[config.mk]
export PLATFORM = sky130hd
export DESIGN_NAME = integer_to_ascii_formatter
export DESIGN_NICKNAME = d
export VERILOG_FILES = /design/src/rtl/i2a_pkg.sv /design/src/rtl/integer_to_ascii_formatter.sv /design/src/rtl/i2a_cell.sv
export SDC_FILE = /design/constraint.sdc
export NUM_CORES = 1
export LEC_CHECK = 0
export BUFFER_PORTS_ARGS = -buffer_cell sky130_fd_sc_hd__buf_2
export CORE_MARGIN = 5
export CORE_UTILIZATION = 55
export CTS_BUF_LIST = sky130_fd_sc_hd__clkbuf_16
export DETAILED_ROUTE_END_ITERATION = 10
export PLACE_DENSITY = 0.76
export SYNTH_ARGS = -nofsm -noshare
export SYNTH_HDL_FRONTEND = slang
export SYNTH_SLANG_ARGS = --single-unit
[constraint.sdc]
create_clock -name clk -period 3.9 [get_ports clk]
set_clock_uncertainty 0.1 [all_clocks]
set_input_delay 0.39 -clock clk [delete_from_list [all_inputs] [get_ports clk]]
set_output_delay 0.39 -clock clk [all_outputs]
set_load 0.01 [all_outputs]
[src/rtl/i2a_pkg.sv]
package i2a_pkg;

    typedef struct packed {
        logic load;
        logic dabble;
        logic shift;
    } cell_ctrl_t;

    localparam logic [2:0] MODE_SDEC = 3'd0;
    localparam logic [2:0] MODE_UDEC = 3'd1;
    localparam logic [2:0] MODE_OCT  = 3'd2;
    localparam logic [2:0] MODE_HEXL = 3'd3;
    localparam logic [2:0] MODE_HEXU = 3'd4;
    localparam logic [2:0] MODE_PTR  = 3'd5;

    localparam logic [1:0] SZ_INT  = 2'd0;
    localparam logic [1:0] SZ_8    = 2'd1;
    localparam logic [1:0] SZ_16   = 2'd2;
    localparam logic [1:0] SZ_FULL = 2'd3;

    localparam logic [7:0] CH_ZERO  = 8'h30;
    localparam logic [7:0] CH_MINUS = 8'h2D;
    localparam logic [7:0] CH_PLUS  = 8'h2B;
    localparam logic [7:0] CH_SPACE = 8'h20;
    localparam logic [7:0] CH_LOW_X = 8'h78;
    localparam logic [7:0] CH_UP_X  = 8'h58;
    localparam logic [7:0] CH_LOW_A = 8'h61;
    localparam logic [7:0] CH_UP_A  = 8'h41;

    function automatic logic [7:0] ascii_digit(input logic [3:0] d, input logic upper);
        logic [7:0] base;
        if (d < 4'd10) begin
            return CH_ZERO + {4'd0, d};
        end
        base = upper ? CH_UP_A : CH_LOW_A;
        return base + {4'd0, d} - 8'd10;
    endfunction

endpackage

[src/rtl/integer_to_ascii_formatter.sv]
// Phases: a load, then a bit-serial conversion phase for decimal modes
// (none for octal, hex and pointer), a skip of up to NCELL-1 leading zero digits,
// then any prefix characters and one output word per cycle while out_stall is low.
// A new word is taken only when the previous number has left the digit chain,
// so the block does not take a new number before it is through with the last one.
// rst_n clears the controller and the output valid asynchronously.
module integer_to_ascii_formatter #(
    parameter int VALUE_WIDTH = 64
) (
    input  logic        clk,
    input  logic        rst_n,
    input  logic        in_valid,
    output logic        in_stall,
    input  logic [63:0] value,
    input  logic [2:0]  mode,
    input  logic [1:0]  size_class,
    input  logic        plus_flag,
    input  logic        space_flag,
    input  logic        alt_flag,
    output logic        out_valid,
    input  logic        out_stall,
    output logic [7:0]  out_char,
    output logic        last
);
    import i2a_pkg::*;

    localparam int W     = VALUE_WIDTH;
    localparam int NCELL = (W + 2) / 3;
    localparam int DEF_W = (W < 32) ? W : 32;
    localparam int CW    = $clog2(W);
    localparam int RW    = $clog2(NCELL + 1);
    localparam int PADW  = 4 * NCELL;

    localparam logic [W-1:0] MASK_DEF  = {W{1'b1}} >> (W - DEF_W);
    localparam logic [W-1:0] MASK_8    = {W{1'b1}} >> (W - 8);
    localparam logic [W-1:0] MASK_16   = {W{1'b1}} >> (W - 16);
    localparam logic [W-1:0] MASK_FULL = {W{1'b1}};
    localparam logic [CW-1:0] CONV_LAST = CW'(W - 1);
    localparam logic [RW-1:0] REM_FULL  = RW'(NCELL);
    localparam logic [RW-1:0] REM_ONE   = RW'(1);

    typedef enum logic [2:0] {
        S_IDLE,
        S_CONV,
        S_SKIP,
        S_PRE,
        S_DIG
    } state_t;

    state_t        state_reg, state_next;
    logic [W-1:0]  sh_reg, sh_next;
    logic [CW-1:0] cnt_reg, cnt_next;
    logic [RW-1:0] rem_reg, rem_next;
    logic [1:0]    pre_cnt_reg, pre_cnt_next;
    logic [7:0]    pre0_reg, pre0_next;
    logic [7:0]    pre1_reg, pre1_next;
    logic          upper_reg, upper_next;
    logic          out_valid_reg, out_valid_next;
    logic [7:0]    out_char_reg, out_char_next;
    logic          last_reg, last_next;

    logic [W-1:0]    v;
    logic [W-1:0]    mask;
    logic [W-1:0]    x;
    logic [W-1:0]    mag;
    logic [PADW-1:0] mag_pad;
    logic            neg;
    logic            accept;
    logic            out_free;
    logic            skip_zero;
    logic            digits_ok;
    logic [3:0]      load_dig [NCELL];
    logic [3:0]      dig      [NCELL];
    logic            carry    [NCELL];
    logic [3:0]      top_dig;
    cell_ctrl_t      ctrl;

    assign accept    = in_valid && (state_reg == S_IDLE);
    assign in_stall  = (state_reg != S_IDLE);
    assign out_free  = !out_valid_reg || !out_stall;
    assign top_dig   = dig[NCELL-1];
    assign skip_zero = (top_dig == 4'd0) && (rem_reg > REM_ONE);

    assign out_valid = out_valid_reg;
    assign out_char  = out_char_reg;
    assign last      = last_reg;

    always_comb
    begin
        v = value[W-1:0];
        case (size_class)
            SZ_8:    mask = MASK_8;
            SZ_16:   mask = MASK_16;
            SZ_FULL: mask = MASK_FULL;
            default: mask = MASK_DEF;
        endcase
        x   = v & mask;
        neg = (mode == MODE_SDEC)
              && (((size_class == SZ_INT) && x[DEF_W-1])
                  || ((size_class == SZ_FULL) && x[W-1]));
        if (mode == MODE_PTR)
        begin
            mag = v;
        end
        else if (neg)
        begin
            mag = (~x + {{(W-1){1'b0}}, 1'b1}) & mask;
        end
        else
        begin
            mag = x;
        end
        mag_pad = PADW'(mag);
        for (int i = 0; i < NCELL; i++)
        begin
            if (mode == MODE_OCT)
            begin
                load_dig[i] = {1'b0, mag_pad[3*i +: 3]};
            end
            else if ((mode == MODE_HEXL) || (mode == MODE_HEXU) || (mode == MODE_PTR))
            begin
                load_dig[i] = mag_pad[4*i +: 4];
            end
            else
            begin
                load_dig[i] = 4'd0;
            end
        end
    end

    always_comb
    begin
        ctrl.load   = accept;
        ctrl.dabble = (state_reg == S_CONV);
        ctrl.shift  = ((state_reg == S_SKIP) && skip_zero)
                      || ((state_reg == S_DIG) && out_free);
    end

    genvar g;
    generate
        for (g = 0; g < NCELL; g++)
        begin : g_cell
            logic       b_in;
            logic [3:0] d_in;
            if (g == 0)
            begin : g_first
                assign b_in = sh_reg[W-1];
                assign d_in = 4'd0;
            end
            else
            begin : g_rest
                assign b_in = carry[g-1];
                assign d_in = dig[g-1];
            end
            i2a_cell u_cell (
                .clk        (clk),
                .ctrl       (ctrl),
                .load_digit (load_dig[g]),
                .bit_in     (b_in),
                .digit_in   (d_in),
                .digit      (dig[g]),
                .bit_out    (carry[g])
            );
        end
    endgenerate

    always_comb
    begin
        digits_ok = 1'b1;
        for (int i = 0; i < NCELL; i++)
        begin
            if (dig[i] > 4'd9)
            begin
                digits_ok = 1'b0;
            end
        end
    end

    always_comb
    begin
        state_next     = state_reg;
        sh_next        = sh_reg;
        cnt_next       = cnt_reg;
        rem_next       = rem_reg;
        pre_cnt_next   = pre_cnt_reg;
        pre0_next      = pre0_reg;
        pre1_next      = pre1_reg;
        upper_next     = upper_reg;
        out_valid_next = out_valid_reg && out_stall;
        out_char_next  = out_char_reg;
        last_next      = last_reg;
        case (state_reg)
            S_IDLE:
            begin
                if (accept)
                begin
                    sh_next      = mag;
                    cnt_next     = '0;
                    rem_next     = REM_FULL;
                    upper_next   = (mode == MODE_HEXU) || (mode == MODE_PTR);
                    pre_cnt_next = 2'd0;
                    pre0_next    = CH_ZERO;
                    pre1_next    = CH_LOW_X;
                    state_next   = S_SKIP;
                    case (mode)
                        MODE_SDEC:
                        begin
                            state_next = S_CONV;
                            if (neg)
                            begin
                                pre0_next    = CH_MINUS;
                                pre_cnt_next = 2'd1;
                            end
                            else if (plus_flag)
                            begin
                                pre0_next    = CH_PLUS;
                                pre_cnt_next = 2'd1;
                            end
                            else if (space_flag)
                            begin
                                pre0_next    = CH_SPACE;
                                pre_cnt_next = 2'd1;
                            end
                        end
                        MODE_UDEC: state_next = S_CONV;
                        MODE_OCT:  pre_cnt_next = alt_flag ? 2'd1 : 2'd0;
                        MODE_HEXL: pre_cnt_next = alt_flag ? 2'd2 : 2'd0;
                        MODE_HEXU:
                        begin
                            pre1_next    = CH_UP_X;
                            pre_cnt_next = alt_flag ? 2'd2 : 2'd0;
                        end
                        MODE_PTR:  pre_cnt_next = 2'd2;
                        default:   state_next = S_IDLE;
                    endcase
                end
            end
            S_CONV:
            begin
                sh_next  = sh_reg << 1;
                cnt_next = cnt_reg + 1'b1;
                if (cnt_reg == CONV_LAST)
                begin
                    state_next = S_SKIP;
                end
            end
            S_SKIP:
            begin
                if (skip_zero)
                begin
                    rem_next = rem_reg - 1'b1;
                end
                else
                begin
                    state_next = (pre_cnt_reg != 2'd0) ? S_PRE : S_DIG;
                end
            end
            S_PRE:
            begin
                if (out_free)
                begin
                    out_valid_next = 1'b1;
                    out_char_next  = pre0_reg;
                    last_next      = 1'b0;
                    pre0_next      = pre1_reg;
                    pre_cnt_next   = pre_cnt_reg - 1'b1;
                    if (pre_cnt_reg == 2'd1)
                    begin
                        state_next = S_DIG;
                    end
                end
            end
            S_DIG:
            begin
                if (out_free)
                begin
                    out_valid_next = 1'b1;
                    out_char_next  = ascii_digit(top_dig, upper_reg);
                    last_next      = (rem_reg == REM_ONE);
                    rem_next       = rem_reg - 1'b1;
                    if (rem_reg == REM_ONE)
                    begin
                        state_next = S_IDLE;
                    end
                end
            end
            default: state_next = S_IDLE;
        endcase
    end

    always_ff @(posedge clk or negedge rst_n)
    begin
        if (!rst_n)
        begin
            state_reg     <= S_IDLE;
            sh_reg        <= '0;
            cnt_reg       <= '0;
            rem_reg       <= '0;
            pre_cnt_reg   <= 2'd0;
            pre0_reg      <= 8'd0;
            pre1_reg      <= 8'd0;
            upper_reg     <= 1'b0;
            out_valid_reg <= 1'b0;
            out_char_reg  <= 8'd0;
            last_reg      <= 1'b0;
        end
        else
        begin
            state_reg     <= state_next;
            sh_reg        <= sh_next;
            cnt_reg       <= cnt_next;
            rem_reg       <= rem_next;
            pre_cnt_reg   <= pre_cnt_next;
            pre0_reg      <= pre0_next;
            pre1_reg      <= pre1_next;
            upper_reg     <= upper_next;
            out_valid_reg <= out_valid_next;
            out_char_reg  <= out_char_next;
            last_reg      <= last_next;
        end
    end

    a_dig_rem: assert property (@(posedge clk) disable iff (!rst_n)
        (state_reg == S_DIG) |-> (rem_reg != '0))
        else $error("digit phase entered with no digits left");

    a_last_idle: assert property (@(posedge clk) disable iff (!rst_n)
        (state_reg == S_DIG) && out_free && (rem_reg == REM_ONE)
        |=> (state_reg == S_IDLE) && out_valid && last)
        else $error("final digit did not close the number");

    a_pre_cnt: assert property (@(posedge clk) disable iff (!rst_n)
        (state_reg == S_PRE) |-> (pre_cnt_reg != 2'd0))
        else $error("prefix phase with empty prefix");

    a_bcd: assert property (@(posedge clk) disable iff (!rst_n)
        (state_reg == S_CONV) |-> digits_ok)
        else $error("decimal digit chain left BCD range");

endmodule

[src/rtl/i2a_cell.sv]
module i2a_cell (
    input  logic                   clk,
    input  i2a_pkg::cell_ctrl_t    ctrl,
    input  logic [3:0]             load_digit,
    input  logic                   bit_in,
    input  logic [3:0]             digit_in,
    output logic [3:0]             digit,
    output logic                   bit_out
);
    import i2a_pkg::*;

    logic [3:0] digit_reg;
    logic [3:0] digit_next;
    logic [3:0] adj;

    // Add three before the shift keeps the digit in BCD range.
    assign adj     = (digit_reg >= 4'd5) ? digit_reg + 4'd3 : digit_reg;
    assign bit_out = adj[3];
    assign digit   = digit_reg;

    always_comb
    begin
        digit_next = digit_reg;
        if (ctrl.load)
        begin
            digit_next = load_digit;
        end
        else if (ctrl.dabble)
        begin
            digit_next = {adj[2:0], bit_in};
        end
        else if (ctrl.shift)
        begin
            digit_next = digit_in;
        end
    end

    always_ff @(posedge clk)
    begin
        digit_reg <= digit_next;
    end

endmodule
==> results.py <==
metrics = {
    "run_status": {
        "outcome": "finished, final reports clean",
    },
    "yosys": {
        "syn_nets": 1567,
        "synthAdderAreaFrac_pct": 5.236,
        "synthArstFlopShare_pct": 52.94,
        "synth_flop_cell": "dfrtp_1",
        "synth_enable_flop_cells": 88,
        "synth_top_area_share_pct": 20.86,
        "synth_cells": 1438,
        "synthDistinctLibCells": 63,
        "synth_largest_area_cell": "edfxtp_1",
        "synth_area_leaders": "edfxtp_1 (21%), dfrtp_1 (20%), o21ai_0 (7.3%)",
        "synth.area.mux_share_pct": 0,
        "synthSimpleGateAreaFrac_pct": 16.63,
        "syn-cell-area_sq_um": 12670,
        "synth_top_family_by_area": "compound AO/OA/AOI/OAI gates",
        "yosys.area_share.xor_xnor_pct": 6.500,
        "synth_compound_area_share_pct": 26.62,
        "syn_avg_cell_area_sq_um": 8.808,
        "yosysWarnings": 0,
        "yosys_register_bits": 187,
        "ys_seq_area_share_pct": 40.42,
    },
    "timing": {
        "tightestPinTransition_ns": 1.080,
        "clock.fmax_mhz": 307.0,
        "relSlewSlack_pct": 28.01,
        "rsz0062_at_grt": "no",
        "timing.hold.ws_ns": 0.02687,
        "timing.setup.tns_ns": 0,
        "setup_violations": 0,
        "fin_crit_sh_pct": 83.52,
        "drv_slew": 0,
        "min_period_ns": 3.257,
        "hold_viol_final": 0,
    },
    "grt": {
        "grt_max_degree": 84,
        "grt_usage_pct": 27.86,
        "grt_first_pass_wirelength_um": 58640,
        "grt_pass1_vias": 10860,
        "antenna_found_initial": 2,
        "grt-ovfl-total": 0,
    },
    "placement": {
        "place_area_sq_um": 13380,
        "port-buffer-count": 85,
        "hpwlAfterDp_um": 25770,
        "gp_congestion": 0.9418,
    },
    "worst_setup_path": {
        "slowest_stage": "dfrtp_1",
        "cp_cell_sequence": "nor3_1, and2_1, and3_1, and2_1, buf_4, nand2_1, o211ai_1",
        "crit_buf_inv": 1,
        "end_kind": "register",
        "path_common_cell": "and2_1",
        "worst-setup-path-type": "reg -> reg",
        "slowest_delay_ns": 0.59,
        "worstPathRequired_ns": 4.08,
        "path_max_fanout": 17,
        "crit_family": "simple AND/OR/NAND/NOR gates",
        "critPathLaunchType": "register",
        "cp.arrival_ns": 3.44,
    },
    "worst_hold_path": {
        "min_path_type": "in -> async",
    },
    "power_and_ir_drop": {
        "p_comb_share_pct": 44.3,
        "leakagePower_nw": 5.500,
        "p_total_mw": 10.91,
        "switchingPower_mw": 4.608,
        "switching_share_pct": 42.23,
        "power_density_nw_per_um2": 781.9,
        "ir_worst_vdd_mv": 0.4095,
        "sequentialPowerShare_pct": 39.5,
        "p_int_mw": 6.305,
        "clockPowerShare_pct": 16.2,
    },
    "cts": {
        "cts_tree": "built",
        "cts.clk_slew.worst_paths_ns": 0.07,
        "post_cts_resize_count": 0,
        "clk_latency_ns": 0.45,
        "cts_max_path_buffers": 2,
        "cts_hold_buf": 0,
        "clock-sinks": 187,
        "numCtsBuffers": 17,
        "cts_setup_buffers": 0,
        "ctsRootBufferMaster": "clkbuf_16",
        "h-tree-depth": 4,
    },
    "final_layout": {
        "fin_area_sq_um": 13960,
        "drive_above_1_share_pct": 10.83,
        "fillers": 1934,
        "areaGrowthSynthToFinish_pct": 10.20,
        "regArea_sq_um": 5120,
        "fin_nets": 1612,
        "multiInputGateArea_sq_um": 7003,
        "layout_commonest_cell": "o21ai_0",
        "largest_register_ffs": 88,
        "final_cell_mix": "o21ai_0 (185), a21oi_1 (135), nand2_1 (118), nor2_1 (102), dfrtp_1 (99)",
    },
    "drt": {
        "final_antenna_net_count": 0,
        "num_vias": 11800,
        "first_pass_iters": 10,
        "drcViolationCount": 0,
        "routedWlPerCell_um": 20.85,
        "routed_wl_um": 37160,
        "drt_iter0_drc": 1643,
        "viasPerCell": 6.621,
    },
    "die": {
        "row_count": 55,
        "die_width_um": 161.8,
        "die_area_sq_um": 26160,
        "initial_utilization_pct": 55.94,
        "ioPinCount": 87,
        "fp.dieH_um": 161.8,
        "core_sq_um": 22640,
    },
    "job": {
        "maxCapViolCount": 0,
    },
}
final cells by class:
| type | count | share of cell area [%] |
|---|---|---|
| multi-input combinational | 1102 | 50.17 |
| sequential | 187 | 36.68 |
| timing repair buffer | 110 | 4.679 |
| clock buffer | 18 | 3.227 |
| tap | 285 | 2.555 |
| inverter | 65 | 1.748 |
| clock inverter | 14 | 0.9233 |
| antenna | 1 | 0.01793 |
cells in the mapped netlist, types with 13 or more instances:
| library cell | instances |
|---|---|
| dfrtp_1 | 99 |
| a222oi_1 | 19 |
| o221ai_1 | 27 |
| o22ai_1 | 24 |
| xor2_1 | 24 |
| nand2b_1 | 33 |
| a22oi_1 | 54 |
| nor3b_1 | 28 |
| clkbuf_1 | 66 |
| o21ai_0 | 186 |
| nor2_1 | 102 |
| ha_1 | 53 |
| xnor2_1 | 70 |
| nor3_1 | 23 |
| inv_1 | 65 |
| nand2_1 | 121 |
| a21oi_1 | 135 |
| edfxtp_1 | 88 |
| a31oi_1 | 17 |
| nor2b_1 | 13 |
| a221o_1 | 13 |
| nand3_1 | 36 |
worst paths after layout:
check | from | depth (start not counted) | end | slack (ns)
worst max-delay path | state_reg[0]$_DFFE_PN0P_ | 7 | g_cell[17].u_cell.digit[2]$_DFFE_PP_ | 0.64
worst min-delay path | rst_n | 1 | out_char[3]$_DFFE_PN0P_ | 0.03
worst max register to register | state_reg[0]$_DFFE_PN0P_ | 7 | g_cell[17].u_cell.digit[2]$_DFFE_PP_ | 0.64
worst min register to register | out_char[2]$_DFFE_PN0P_ | 2 | out_char[2]$_DFFE_PN0P_ | 0.38
max in group asynchronous | rst_n | 2 | sh_reg[51]$_DFFE_PN0P_ | 2.79
min in group clk | plus_flag | 3 | pre0_reg[1]$_DFFE_PN0P_ | 0.13
stage by stage:
stage                     std cells  utilization (%)  worst slack, ns
final                          1782            61.65           0.6429
after global routing           1782            61.65           0.5733
after CTS                      1781            61.64           0.7022
after detailed placement       1749            59.08           0.7327
after global placement         1749            59.08           0.7653
after floorplan                1438                -          0.07225
worst reg2reg max path, stage by stage, from the launching register on:
cell,delay [ns]
dfrtp_1,0.59
nor3_1,0.59
and2_1,0.40
and3_1,0.45
and2_1,0.50
buf_4,0.29
nand2_1,0.08
o211ai_1,0.10
per-layer routing:
metal  track usage, %  share of wire, %
met5                0                 0
met4            10.11               3.4
met3            5.963               8.9
met2            43.45                46
met1            38.64                42
logic make-up (layout without fill, tap and decap cells):
kind of cell / count (synthesis) / count (layout)
AOI/OAI and AO/OA: 540 / 540
DFF: 187 / 187
other: 1 / 2
xor gates and xnor gates: 94 / 94
and+or+nand+nor: 414 / 414
adders and majority gates: 53 / 53
buffers and inverters: 149 / 207
power by group through the flow:
stage | registers [mW] | logic [mW] | clock network (mW)
after detailed placement | 4.29 | 4.75 | 0
after floorplan | 4.04 | 3.61 | 0
after global routing | 4.43 | 5.39 | 1.88
after CTS | 4.27 | 4.79 | 1.79
after global placement | 4.26 | 4.60 | 0
final | 4.31 | 4.83 | 1.77
Note: power is estimated with default switching activity, not from simulation.
